[src/hw/rtl/cfpg_pkg.sv]
// cfpg_pkg: shared types, register codes and defaults for the color fade pixel generator.
// No dependencies; imported by every module of the block.
package cfpg_pkg;

  localparam int DEF_COORD_BITS    = 12;
  localparam int DEF_FRACTION_BITS = 16;
  localparam int DIM_BITS          = 13;
  localparam int COLOR_BITS        = 32;
  localparam int CHAN_BITS         = 8;
  localparam int NUM_CHAN          = 4;
  localparam int CFG_IDX_BITS      = 3;

  localparam logic [DIM_BITS-1:0]   RST_FRAME_WIDTH  = 13'd640;
  localparam logic [DIM_BITS-1:0]   RST_FRAME_HEIGHT = 13'd480;
  localparam logic [COLOR_BITS-1:0] RST_START_COLOR  = 32'h0000_0000;
  localparam logic [COLOR_BITS-1:0] RST_END_COLOR    = 32'hFFFF_FFFF;

  typedef enum logic [CFG_IDX_BITS-1:0] {
    CFG_FRAME_WIDTH  = 3'd0,
    CFG_FRAME_HEIGHT = 3'd1,
    CFG_START_COLOR  = 3'd2,
    CFG_END_COLOR    = 3'd3,
    CFG_FADE_MODE    = 3'd4
  } cfg_idx_t;

  typedef enum logic [1:0] {
    MODE_HORIZ  = 2'd0,
    MODE_VERT   = 2'd1,
    MODE_RADIAL = 2'd2,
    MODE_NONE   = 2'd3
  } fade_mode_t;

  // travels with each word down the pipeline
  typedef struct packed {
    logic valid;
    logic sat;
  } ctl_t;

endpackage

[src/hw/rtl/cfpg_sqrt.sv]
// cfpg_sqrt: sums the radial terms, pipelined integer square root (one result bit per stage),
// rounding and factor select. Depends on cfpg_pkg.
module cfpg_sqrt import cfpg_pkg::*; #(
  parameter int FRACTION_BITS = DEF_FRACTION_BITS
) (
  input  logic                       clk,
  input  logic                       rst_n,
  input  logic                       en,
  input  ctl_t                       in_ctl,
  input  logic [2*FRACTION_BITS-1:0] q_x,
  input  logic [2*FRACTION_BITS-1:0] q_y,
  input  logic                       rnd_x,
  input  fade_mode_t                 fade_mode,
  output logic                       out_valid,
  output logic [FRACTION_BITS:0]     factor
);

  localparam int F  = FRACTION_BITS;
  localparam int SW = 2*FRACTION_BITS+1;
  localparam logic [F:0] ONE = {1'b1, {F{1'b0}}};

  // sum stage
  logic [SW-1:0] sum;
  ctl_t          ca_r;
  logic [F:0]    flin_a_r;
  logic [SW-1:0] va_r;

  assign sum = {1'b0, q_x} + {1'b0, q_y};

  always_ff @(posedge clk) begin
    if (!rst_n) begin
      ca_r.valid <= 1'b0;
    end else if (en) begin
      ca_r.valid <= in_ctl.valid;
    end
  end

  always_ff @(posedge clk) begin
    if (en) begin
      ca_r.sat <= in_ctl.sat || sum[SW-1];
      flin_a_r <= {1'b0, q_x[2*F-1:F]} + {{F{1'b0}}, rnd_x};
      va_r     <= sum;
    end
  end

  // root stages
  ctl_t          ctl_r  [F];
  logic [F:0]    flin_r [F];
  logic [SW-1:0] v_r    [F];
  logic [SW-1:0] r_r    [F];

  for (genvar k = 0; k < F; k++) begin : g_root
    localparam logic [SW-1:0] BIT = SW'(1) << (2*(F-1-k));
    ctl_t          c_in;
    logic [F:0]    fl_in;
    logic [SW-1:0] v_in, r_in, trial;
    logic          take;

    if (k == 0) begin : g_first
      assign c_in  = ca_r;
      assign fl_in = flin_a_r;
      assign v_in  = va_r;
      assign r_in  = '0;
    end else begin : g_next
      assign c_in  = ctl_r[k-1];
      assign fl_in = flin_r[k-1];
      assign v_in  = v_r[k-1];
      assign r_in  = r_r[k-1];
    end

    assign trial = r_in + BIT;
    assign take  = v_in >= trial;

    always_ff @(posedge clk) begin
      if (!rst_n) begin
        ctl_r[k].valid <= 1'b0;
      end else if (en) begin
        ctl_r[k].valid <= c_in.valid;
      end
    end

    always_ff @(posedge clk) begin
      if (en) begin
        ctl_r[k].sat <= c_in.sat;
        flin_r[k]    <= fl_in;
        v_r[k]       <= take ? (v_in - trial) : v_in;
        r_r[k]       <= take ? ((r_in >> 1) + BIT) : (r_in >> 1);
      end
    end
  end

  // round to nearest and pick the factor for the mode
  logic [F:0] f_rad, f_sel;
  logic       vo_r;
  logic [F:0] factor_r;

  assign f_rad = r_r[F-1][F:0] + {{F{1'b0}}, (v_r[F-1] > r_r[F-1])};

  always_comb begin
    case (fade_mode)
      MODE_HORIZ, MODE_VERT: f_sel = ctl_r[F-1].sat ? ONE : flin_r[F-1];
      MODE_RADIAL:           f_sel = ctl_r[F-1].sat ? ONE : f_rad;
      default:               f_sel = '0;
    endcase
  end

  always_ff @(posedge clk) begin
    if (!rst_n) begin
      vo_r <= 1'b0;
    end else if (en) begin
      vo_r <= ctl_r[F-1].valid;
    end
  end

  always_ff @(posedge clk) begin
    if (en) begin
      factor_r <= f_sel;
    end
  end

  assign out_valid = vo_r;
  assign factor    = factor_r;

endmodule

[config.mk]
export PLATFORM = sky130hd
export DESIGN_NAME = cfpg_sqrt
export DESIGN_NICKNAME = d
export VERILOG_FILES = /design/src/hw/rtl/cfpg_pkg.sv /design/src/hw/rtl/cfpg_sqrt.sv
export SDC_FILE = /design/constraint.sdc
export NUM_CORES = 1
export LEC_CHECK = 0
export BUFFER_PORTS_ARGS = -buffer_cell sky130_fd_sc_hd__buf_2
export CORE_MARGIN = 8
export CORE_UTILIZATION = 50
export DETAILED_ROUTE_END_ITERATION = 8
export PLACE_DENSITY_LB_ADDON = 0.08
export SKIP_CTS_REPAIR_TIMING = 1
export SLEW_MARGIN = 25
export SYNTH_ARGS = -nofsm -noshare
export SYNTH_HDL_FRONTEND = slang
export SYNTH_SLANG_ARGS = --single-unit
[constraint.sdc]
create_clock -name clk -period 4.3 [get_ports clk]
set_input_delay 0.215 -clock clk [delete_from_list [all_inputs] [get_ports clk]]
set_output_delay 0.215 -clock clk [all_outputs]
set_load 0.05 [all_outputs]
## Yosys cells after proc, flatten, opt, wreduce, memory -nomap -nowiden

Memories as Yosys holds them, arrays and structs flattened.
Index checks and enable logic that the tools add are counted.

| operators by class | value |
|---|---|
| add/subtract/negate cells | 49 |
| magnitude comparators | 17 |
| equal/unequal tests | 2 |
| mux-type cells | 56 |
| bitwise gates (word level) | 16 |
| reductions and logical operators | 3 |

Operators with widths:

| kind | number |
|---|---|
| $mux 33 | 31 |
| $ge 33x33->1 | 15 |
| $sub 33x33->33 | 15 |
| $mux 17 | 2 |
| $pmux 17 s2 | 1 |
| $add 32x1->33 const B | 1 |
| $add 32x11->33 const B | 1 |
| $add 32x13->33 const B | 1 |
| $add 32x15->33 const B | 1 |
| $add 32x17->33 const B | 1 |
| $add 32x19->33 const B | 1 |
| $add 32x21->33 const B | 1 |
| $add 32x23->33 const B | 1 |
| $add 32x25->33 const B | 1 |
| $add 32x27->33 const B | 1 |
| $add 32x29->33 const B | 1 |
| $add 32x3->33 const B | 1 |
| $add 32x32->33 | 1 |
| $add 32x5->33 const B | 1 |
| $add 32x7->33 const B | 1 |
| $add 32x9->33 const B | 1 |
| $add 33x1->33 const B | 1 |
| $add 33x11->33 const B | 1 |
| $add 33x13->33 const B | 1 |
| other kinds (25) | 60 |

| storage, ports and cells | value |
|---|---|
| register bits after elaboration | 70 |
| memory bits (writable) | 1360 |
| input port bits | 72 |
| output and inout bits | 18 |
| logic and storage cells | 153 |
| memories kept | 4 |

Memories:

| name | depth | bits a word | rd ports | clocked after Yosys merged registers in | wr ports | line | RTL |
|---|---|---|---|---|---|---|---|
| r_r | 16 | 33 | 16 | 0 | 16 | cfpg_sqrt.sv:50 | `logic [SW-1:0] r_r [F];` |
| v_r | 16 | 33 | 16 | 0 | 16 | cfpg_sqrt.sv:49 | `logic [SW-1:0] v_r [F];` |
| flin_r | 16 | 17 | 16 | 0 | 16 | cfpg_sqrt.sv:48 | `logic [F:0] flin_r [F];` |
| ctl_r | 16 | 2 | 16 | 0 | 16 | cfpg_sqrt.sv:47 | `ctl_t ctl_r [F];` |

## Logic depth before layout (Yosys ltp)

Gate-level depths: netlist of run 1.
An unclocked memory read counts as a cell.

| depth | value |
|---|---|
| word-level depth | 5 |
| mapped depth | 17 |
| mapped depth without buffers | 17 |

## Least setup slack after synthesis of run 1

No wires, ideal clock.

| timing | value |
|---|---|
| kind | reg2reg |
| start | mem r_r[1][234] in the netlist's numbering |
| end | reg factor_r[16], in the netlist factor[16] (data pin) |
| setup time | 0.259 ns |
| arrival | 2.730 ns |
| data required time | 4.041 ns |
| slack | 1.311 ns |
| cell stages (with the launch flop) | 17 |
| path buffers | 1 |
| clock period less this slack | 2.989 ns |
| cell sequence | edfxtp_1 > inv_1 > ha_1 > a21o_1 > a211oi_1 > o21ai_0 > a21oi_1 > nor2_1 > nor4bb_1 > o21ai_0 > ha_1 > and3_1 > and4_1 > clkbuf_1 > a31oi_1 > o21ai_0 > o31a_1 |

RTL lines:

| item | line | RTL |
|---|---|---|
| start: declaration | cfpg_sqrt.sv:50 |  |
| end signal: assignment | cfpg_sqrt.sv:117 | `factor_r <= f_sel;` |
| end: declaration | cfpg_sqrt.sv:95 | `logic [F:0] factor_r;` |

==> flow_metrics.tcl, run 1 <==
set metrics [dict create \
    p_leak_uw 0.0194 \
    n_antenna_cell 0 \
    synth_top_area_cell "edfxtp_1" \
    rows 110 \
    hold_depth 3 \
    crit_family "simple AND/OR/NAND/NOR gates" \
    r2r_slack_ns 0.74 \
    r2r-end "v_r[1][226]$_DFFE_PP_" \
    min_to "g_root[0].v_in[7]$_DFFE_PP_" \
    path_buf_inv 1 \
    yosysSeqAreaShare_pct 68.3 \
    io_buffers 89 \
    synth_area_per_cell_um2 14.1 \
    fillers 7028 \
    r2r_cells 10 \
    synth-seq-cells 1038 \
    cpMostUsedCell "nand4_1" \
    power_density_mw_per_mm2 504 \
    cp.required_ns 4.71 \
    setup_tns_ns 0 \
    worst_pin_slew_ns 0.952 \
    dieArea_mm2 0.101 \
    clkTransAtPathRegs_ns 0.06 \
    worstPathCellList "ha_1 > nand4_1 > or4b_1 > o41ai_1 > or4_1 > nor3_4 > inv_2 > nand4_1 > a2111oi_1 > xor2_1" \
    crit_path_top_delay_cell "or4b_1" \
    fin_crit_ns 3.56 \
    synth_cell_types 82 \
    crit_fanout 26 \
    final_nets 3724 \
    synth_cells 3230 \
    die_x_um 318 \
    synth-main-ff-cell "edfxtp_1" \
    finalMaxSlewViolations 0 \
    antenna_found_initial 0 \
    ys_top_cells_by_area "edfxtp_1, ha_1, xor2_1" \
    fp.dieH_um 318 \
    critPathLaunchType "flop" \
    post-dp-hpwl_um 61800 \
    timing.fmax_ghz 0.281 \
    ant_nets 0 \
    vdd_drop_max_mv 0.327 \
    dp_cells 4486 \
    path_class "flop to flop" \
    max_stage_delay_ns 0.55 \
    place_ws_ns 0.739 \
    wire_per_inst_um 18.1 \
    core_area_mm2 0.0901 \
    syn_area_mm2 0.0456 \
    multi_input_area_mm2 0.0135 \
    syn2layout_area_growth_pct 13.4 \
    yosysMostFrequentCell "edfxtp_1" \
    max_cap_viol_count 0 \
    worstSetupEndpointType "flop" \
    hold_class "primary input to flop" \
    final-hold-violation-count 0 \
    drive_above_1_share_pct 9.64 \
    grt_overflow 0 \
    setup-violations-final 0 \
    finalCritPeriodShare_pct 82.8 \
    status "finished, final reports clean" \
    skew_ns 0.0439 \
    layout_setup_ws_ns 0.740 \
    grt_max_degree 120 \
    avgViaCountPerCell 5.45 \
    io_pins 90 \
    synth_warnings 0 \
    layout.cells.non_filler 4714 \
    drt-total-wl_um 85300 \
    cts_buffer_depth 3 \
    register_area_mm2 0.0311 \
    cts_root_buffer "clkbuf_16" \
    dr.pass1.iters 5 \
    synth_commonest_cells "edfxtp_1, inv_1, ha_1" \
    synth_nets 3507 \
    yosys.area.top_type_share_pct 68.2 \
    grt_first_pass_wirelength_um 135000 \
    route.vias.total 25700 \
    synth_edf_count 1035 \
    cts_tree "yes" \
    drc 0 \
    htreeDepth 3 \
    r2r-start "v_r[1][171]$_DFFE_PP_" \
    initial_utilization_pct 50.6 \
    numCtsBuffers 107 \
    drt_iter0_drc 1409 \
    rsz0062_at_grt "no" \
    arrival_ns 3.97 \
    synthArstFlopShare_pct 0 \
    clock_latency_ns 0.69 \
    gp_congestion 0.897 \
    gr-usage-all-layers_pct 16.3 \
    hold_start "q_x[7]" \
    first_global_vias 26200 \
    cts.sinks 1038 \
    relSlewSlack_pct 36.5 \
]
## metrics by stage
stage / util (%) / hold slack (ns) / total power, uW / instance area [um2]
after floorplan: - / 0.327 / 15500 / 45600
after global placement: 52.9 / 0.401 / 16600 / 47700
after detailed placement: 52.9 / 0.405 / 16700 / 47700
after CTS: 57.1 / -0.236 / 26400 / 51400
after global routing: 57.4 / 0.0153 / 27200 / 51700
final: 57.4 / 0.0422 / 26100 / 51700
## cells in the final DEF (no fill, tap or decap), types with 30 or more instances in the layout
master     Yosys  layout
xor2_1       158     158
a21oi_1      161     161
nand2_1      186     186
nand4_1       34      34
xnor2_1      146     146
o21ai_0      147     147
nand2b_1      34      34
nor4_1        82      81
a21o_1        60      60
nor2_1       179     178
inv_1        217     217
nor3_1        84      84
clkbuf_16      0     107
ha_1         204     204
nand3_1       47      47
o21a_1        34      34
buf_2          8      88
or3_1         30      30
edfxtp_1    1035    1035
## registers in the layout (all words and copies together) (netlist names)
signal and flops:
flin_r 272, flin_a_r 17, ca_r 2, ctl_r 32, out_valid 1, v_r 528, factor 17, g_root.v_in 33
r_r 136
## cell type report
cell class | count | area share [%]
sequential | 1038 | 60.2
multi-input combinational | 1930 | 26.0
clock buffer | 121 | 5.28
tap | 1176 | 2.85
timing repair buffer | 151 | 2.11
clock inverter | 79 | 1.94
inverter | 219 | 1.59
## worst max-delay path by stage
| stage | slack (ns) | depth (start not counted) | from | to |
|---|---|---|---|---|
| floorplan | 1.31 | 16 | r_r[1][234]$_DFFE_PP_ | factor[16]$_DFFE_PP_ |
| global placement | 0.84 | 10 | v_r[1][172]$_DFFE_PP_ | v_r[1][226]$_DFFE_PP_ |
| detailed placement | 0.74 | 11 | r_r[1][172]$_DFFE_PP_ | v_r[1][226]$_DFFE_PP_ |
| CTS | 0.70 | 10 | v_r[1][171]$_DFFE_PP_ | v_r[1][226]$_DFFE_PP_ |
| global route | 0.46 | 10 | v_r[1][171]$_DFFE_PP_ | v_r[1][226]$_DFFE_PP_ |
| finish | 0.74 | 10 | v_r[1][171]$_DFFE_PP_ | v_r[1][226]$_DFFE_PP_ |
## routing by layer
layer,GRT usage [%],share of wire [%],up-vias
met5,0,0,-
met4,7.28,4.3,0
met3,2.76,3.3,201
met2,30.3,53,439
met1,18.1,39,12400
li1,-,-,12600
## power by group
group / switching (uW) / internal (uW)
logic: 1910 / 1390
registers: 705 / 12500
clock network: 3850 / 5700
## tightest hold or removal path, stage by stage
cell and delay (ns):
buf_2 0.08, ha_1 0.16, xor2_1 0.07
## logic make-up (layout without fill, tap and decap cells)
family | after synthesis | after routing | share of synthesized area, %
buffers and inverters | 262 | 570 | 2.23
AND/OR/NAND/NOR | 843 | 843 | 9.67
flip-flops | 1038 | 1038 | 68.3
XOR/XNOR | 304 | 304 | 5.84
AO/OA/AOI/OAI | 549 | 549 | 7.63
adder cells (fa/ha/maj) | 205 | 205 | 5.64
multiplexers | 29 | 29 | 0.692
Power figures use the tool's default switching activity.
==> inputs of run 2 (changes only) <==
==> constraint.sdc (replaced) <==
create_clock -name clk -period 3 [get_ports clk]
set_input_delay 0.15 -clock clk [delete_from_list [all_inputs] [get_ports clk]]
set_output_delay 0.15 -clock clk [all_outputs]
set_load 0.05 [all_outputs]
==> run 2 against run 1 <==
  * The flow now finishes with violations (negative hold slack, negative setup slack)
  * Largest power group unchanged
  * Sequential power increased by 42%
  * Hold slack got worse by 0.057 ns
  * Via count increased by 3.3%
  * Worst setup slack got worse by 0.76 ns
  * Final cell count increased by 4.5%
  * Final area increased by 4.0%
==> flow_metrics.tcl, run 2 (synthesized netlist as in run 1, its figures left out) <==
set metrics [dict create \
    hold_depth 3 \
    gr-usage-all-layers_pct 16.6 \
    cts_buffer_depth 3 \
    multi_input_area_mm2 0.0141 \
    ant_nets 0 \
    largest_register_ffs 528 \
    dieArea_mm2 0.101 \
    layout_setup_ws_ns -0.0219 \
    drive_above_1_share_pct 16.9 \
    wire_per_inst_um 17.8 \
    min_to "g_root[0].v_in[2]$_DFFE_PP_" \
    worst_pin_slew_ns 0.784 \
    clock_latency_ns 0.67 \
    core_area_mm2 0.0901 \
    mostFrequentLayoutCells "edfxtp_1, buf_4, inv_1" \
    fp.dieH_um 318 \
    final_nets 3940 \
    crit_fanout 4 \
    violations "negative hold slack, negative setup slack" \
    max_cap_viol_count 0 \
    crit_start "v_r[1][193]$_DFFE_PP_" \
    hold_class "primary input to flop" \
    top_regs "v_r: 528 flops, flin_r: 272 flops, r_r: 136 flops" \
    htreeDepth 3 \
    r2r-end "v_r[1][220]$_DFFE_PP_" \
    numCtsBuffers 105 \
    largest_register "v_r" \
    rsz0062_at_grt "yes" \
    power_uw 37300 \
    arrival_ns 3.42 \
    post-dp-hpwl_um 63300 \
    antenna_found_initial 1 \
    grt_max_degree 121 \
    route.vias.total 26600 \
    cts.sinks 1038 \
    skew_ns 0.0276 \
    whs_ns -0.0150 \
    p_leak_uw 0.0204 \
    final_area_mm2 0.0538 \
    final_common_cell "edfxtp_1" \
    fin_crit_ns 3.02 \
    syn2layout_area_growth_pct 17.9 \
    power.switching_uw 9270 \
    rows 110 \
    cts_root_buffer "clkbuf_16" \
    cp.required_ns 3.39 \
    finalCritPeriodShare_pct 101 \
    avgViaCountPerCell 5.39 \
    internal_power_uw 28000 \
    fillers 6962 \
    worstSetupEndpointType "flop" \
    drc 0 \
    io_buffers 89 \
    dr.pass1.iters 5 \
    switching_share_pct 24.9 \
    critPathLaunchType "flop" \
    vdd_drop_max_mv 0.505 \
    drt_iter0_drc 1776 \
    timing.fmax_ghz 0.331 \
    r2r_cells 10 \
    path_class "flop to flop" \
    io_pins 90 \
    p_seq_share_pct 50.6 \
    grt_first_pass_wirelength_um 139000 \
    pwr-share-clk_pct 34.6 \
    r2r-start "v_r[1][193]$_DFFE_PP_" \
    status "finished, violations left" \
    hold_start "q_y[2]" \
    grt_overflow 0 \
    gp_congestion 0.865 \
    r2r_slack_ns -0.02 \
    final-hold-violation-count 1 \
    register_area_mm2 0.0311 \
    first_global_vias 27300 \
    place_area_mm2 0.0492 \
    relSlewSlack_pct 47.5 \
    finalMaxSlewViolations 0 \
    power_density_mw_per_mm2 693 \
    power_frac_comb_pct 14.8 \
    setup-violations-final 3 \
    cts_tree "yes" \
    drt-total-wl_um 87500 \
    die_x_um 318 \
    clkTransAtPathRegs_ns 0.06 \
    initial_utilization_pct 50.6 \
]
-- run 2: cell types whose count changed in the layout (fill, tap and decap cells not counted), moves of 8 or more --
| cell | previous run | this run |
|---|---|---|
| a21oi_1 | 161 | 151 |
| a21oi_2 | 1 | 11 |
| buf_4 | 26 | 228 |
| clkbuf_1 | 14 | 24 |
| dlygate4sd3_1 | 28 | 36 |
| ha_1 | 204 | 192 |
| nor4_1 | 81 | 68 |
| nor4_2 | 3 | 14 |
| o21ai_0 | 147 | 132 |
| o21ai_1 | 1 | 14 |
-- run 2: worst max-delay path: stages, from the launching register on --
cell	delay (ns)
edfxtp_1	0.40
or4_4	0.57
nor4_4	0.21
buf_4	0.19
o41ai_2	0.06
or4_4	0.43
nor3_4	0.28
a221o_1	0.28
buf_4	0.15
nor4_2	0.04
xor2_1	0.15
-- run 2: power by group through the flow --
stage                     combinational, uW  sequential (uW)  clock (uW)
final                                  5530            18800       12900
after floorplan                        3360            18800           0
after CTS                              5290            18800       13300
after global placement                 5130            19100           0
after detailed placement               5250            19100           0
after global routing                   6130            19000       13900
-- run 2: routing by layer --
| layer | global-route usage [%] | up-vias | part of all wire [%] |
|---|---|---|---|
| met5 | 0 | - | 0 |
| met4 | 6.00 | 0 | 2.9 |
| met3 | 2.50 | 160 | 3.3 |
| met2 | 31.6 | 422 | 54 |
| met1 | 18.7 | 12900 | 39 |
| li1 | - | 13100 | - |
-- run 2: cell type report --
class	count	share of cell area, %
diodes	1	0.00465
clock buffers	131	5.15
inverters	219	1.53
clock inverters	62	1.30
flip-flops and latches	1038	57.9
repair buffers	369	5.19
well taps	1176	2.74
multi-input cells	1930	26.2
-- run 2: metrics by stage --
step | setup WS (ns) | utilization, % | setup TNS [ns] | hold slack (ns) | std cells
final | -0.0219 | 59.7 | -0.0490 | -0.0150 | 4926
after global routing | -0.217 | 59.7 | -2.65 | 0.00172 | 4926
after CTS | -0.325 | 58.4 | -5.57 | -0.276 | 4871
after detailed placement | -0.279 | 54.5 | -3.91 | 0.405 | 4678
after global placement | -0.248 | 54.5 | -2.19 | 0.401 | 4678
after floorplan | 0.0112 | - | 0 | 0.262 | 3230
-- run 2: worst max path at each step --
| stage | to | cells after the start |
|---|---|---|
| 2_1_floorplan | factor[16]$_DFFE_PP_ | 16 |
| 3_3_place_gp | v_r[1][191]$_DFFE_PP_ | 12 |
| 3_5_place_dp | v_r[1][229]$_DFFE_PP_ | 9 |
| 4_1_cts | v_r[1][229]$_DFFE_PP_ | 9 |
| 5_1_grt | factor[12]$_DFFE_PP_ | 15 |
| 6_report | v_r[1][220]$_DFFE_PP_ | 10 |
==> inputs of run 3 (changes only) <==
--- a/config.mk
+++ b/config.mk
@@ -5,6 +5,7 @@
 export SDC_FILE = /design/constraint.sdc
 export NUM_CORES = 1
 export LEC_CHECK = 0
+export ABC_AREA = 1
 export BUFFER_PORTS_ARGS = -buffer_cell sky130_fd_sc_hd__buf_2
 export CORE_MARGIN = 8
 export CORE_UTILIZATION = 50
==> run 3 against run 2 <==
  * The flow now finishes without violations
  * Area after synthesis up 14%
  * Non-clock buffer count shrank 147
  * Synthesized cell count increased by 64%
  * Combinational power up 23%
  * Die area rose by 13%
  * First-iteration DRC count is 57% higher
  * Critical endpoint is now factor[11]$_DFFE_PP_
  * Largest cell class unchanged
==> flow_metrics.tcl, run 3 <==
set metrics [dict create \
    rsz0062_at_grt "yes" \
    hold_class "primary input to flop" \
    core_area_mm2 0.103 \
    cp.required_ns 3.43 \
    initial_utilization_pct 50.3 \
    max_stage_delay_ns 0.38 \
    synth_top_area_cell "edfxtp_1" \
    vdd_drop_max_mv 0.447 \
    r2r-end "factor[11]$_DFFE_PP_" \
    cpMostUsedCell "nand2_1" \
    io_pins 90 \
    synth_cell_types 61 \
    arrival_ns 3.31 \
    r2r_slack_ns 0.12 \
    crit_path_top_delay_cell "edfxtp_1" \
    yosysSeqAreaShare_pct 59.9 \
    first_global_vias 34200 \
    layout_setup_ws_ns 0.124 \
    crit_fanout 5 \
    gp_congestion 0.911 \
    finalCritPeriodShare_pct 95.9 \
    clock_latency_ns 0.69 \
    p_leak_uw 0.0252 \
    relSlewSlack_pct 49.0 \
    power_density_mw_per_mm2 657 \
    largest_register_ffs 528 \
    rows 118 \
    synth-main-ff-cell "edfxtp_1" \
    max_cap_viol_count 0 \
    setup-violations-final 0 \
    wire_per_inst_um 16.9 \
    fp.dieH_um 339 \
    place_area_mm2 0.0547 \
    n_antenna_cell 0 \
    grt_max_degree 111 \
    drt-total-wl_um 120000 \
    numCtsBuffers 107 \
    route.vias.total 36100 \
    yosys.area.top_type_share_pct 59.7 \
    r2r_cells 18 \
    gr-usage-all-layers_pct 20.3 \
    antenna_found_initial 2 \
    post-dp-hpwl_um 91900 \
    synth_area_per_cell_um2 9.79 \
    mostFrequentLayoutCells "nand2_1, edfxtp_1, inv_1" \
    grt_first_pass_wirelength_um 187000 \
    final_area_mm2 0.0588 \
    status "finished, final reports clean" \
    die_x_um 339 \
    hold_depth 4 \
    synth_nets 5589 \
    worstSetupEndpointType "flop" \
    place_ws_ns -0.114 \
    synth_edf_count 1035 \
    skew_ns 0.0205 \
    syn2layout_area_growth_pct 13.1 \
    hold_start "q_y[31]" \
    syn_area_mm2 0.0520 \
    htreeDepth 3 \
    synth_cells 5312 \
    crit_family "simple AND/OR/NAND/NOR gates" \
    dieArea_mm2 0.115 \
    synth-seq-cells 1038 \
    top_regs "v_r: 528 flops, flin_r: 272 flops, r_r: 136 flops" \
    critPathLaunchType "flop" \
    ant_nets 0 \
    final_nets 5885 \
    dr.pass1.iters 6 \
    setup_tns_ns 0 \
    synth_commonest_cells "nand2_1, edfxtp_1, inv_1" \
    path_buf_inv 3 \
    grt_overflow 0 \
    yosysMostFrequentCell "nand2_1" \
    drive_above_1_share_pct 8.27 \
    ys_top_cells_by_area "edfxtp_1, nand2_1, inv_1" \
    io_buffers 89 \
    cts_root_buffer "clkbuf_16" \
    timing.fmax_ghz 0.348 \
    final_common_cell "nand2_1" \
    largest_register "v_r" \
    cts_tree "yes" \
    worst_pin_slew_ns 0.757 \
    fin_crit_ns 2.88 \
    drc 0 \
    r2r-start "r_r[1][235]$_DFFE_PP_" \
    final-hold-violation-count 0 \
    power_uw 38600 \
    clkTransAtPathRegs_ns 0.06 \
    min_to "g_root[0].v_in[31]$_DFFE_PP_" \
    avgViaCountPerCell 5.09 \
    drt_iter0_drc 2786 \
    path_class "flop to flop" \
    finalMaxSlewViolations 0 \
    cts_buffer_depth 3 \
    synth_warnings 0 \
    synthArstFlopShare_pct 0 \
    cts.sinks 1038 \
    worstPathCellList "inv_1 > ha_1 > a21oi_1 > o21ai_1 > nand2_1 > nand2_1 > nand2_1 > nand3b_1 > nor2_1 > nor2_2 > buf_4 > ha_1 > nand2_2 > nor3_2 > buf_4 > nand2_1 > nand2_1 > a22o_1" \
]
-- run 3: changes by cell type after synthesis, moves of 38 or more --
cell     before   now
nor4_1       82    36
nand4_1      34    89
o21ai_0     147    99
nand3_1      47   305
xor2_1      158   120
nand2_1     186  1526
a21o_1       60    10
xnor2_1     146    49
nor2_1      179   535
inv_1       217   783
-- run 3: layer usage --
layer	GRT usage (%)	part of all wire, %	up-vias	routed length [um]
met5	0	0.011	-	13
met4	4.86	1.9	2	2330
met3	3.44	5.1	157	6150
met2	31.6	44	799	53200
met1	29.6	49	16800	58200
li1	-	-	18300	-
-- run 3: logic make-up after synthesis --
family          synth area share [%]
compound gates                  4.54
xor+xnor                        2.85
buf+inv                         6.29
fa+ha+maj                       4.95
flops                           59.9
simple gates                    21.5
-- run 3: layout make-up --
type | count | area, um2
clock buffers | 130 | 2790
clock inverters | 67 | 688
fillers | 9132 | 44500
inverters | 792 | 2970
multi-input cells | 3447 | 17800
flip-flops and latches | 1038 | 31100
well taps | 1380 | 1730
repair buffers | 222 | 1760
-- run 3: power by group --
| part | switching (uW) | internal, uW |
|---|---|---|
| combinational | 4480 | 2330 |
| sequential | 1060 | 17900 |
| clock | 5600 | 7320 |
| total | 11100 | 27500 |
-- run 3: worst max-delay path by stage --
stage / start / endpoint / slack, ns / cells after the start
detailed placement: r_r[1][246]$_DFFE_PP_ / factor[12]$_DFFE_PP_ / -0.11 / 20
global placement: r_r[1][246]$_DFFE_PP_ / factor[13]$_DFFE_PP_ / -0.09 / 18
CTS: r_r[1][246]$_DFFE_PP_ / factor[12]$_DFFE_PP_ / -0.14 / 20
finish: r_r[1][235]$_DFFE_PP_ / factor[11]$_DFFE_PP_ / 0.12 / 18
global route: r_r[1][231]$_DFFE_PP_ / factor[13]$_DFFE_PP_ / -0.15 / 14
floorplan: r_r[1][245]$_DFFE_PP_ / factor[13]$_DFFE_PP_ / 0.40 / 16
-- run 3: worst reg2reg max path: stages (launching register included) --
cell and delay [ns]:
edfxtp_1 0.38, inv_1 0.20, ha_1 0.29, a21oi_1 0.13
o21ai_1 0.09, nand2_1 0.06, nand2_1 0.07, nand2_1 0.07
nand3b_1 0.07, nor2_1 0.14, nor2_2 0.07, buf_4 0.13
ha_1 0.21, nand2_2 0.11, nor3_2 0.05, buf_4 0.16
nand2_1 0.11, nand2_1 0.07, a22o_1 0.20
-- run 3: through the flow --
stage,cells,util (%),hold slack [ns]
CTS,7022,56.3,-0.310
floorplan,5312,-,0.262
detailed placement,6825,52.9,0.405
finish,7076,56.9,0.00127
global placement,6825,52.9,0.400
global route,7076,56.9,0.000120
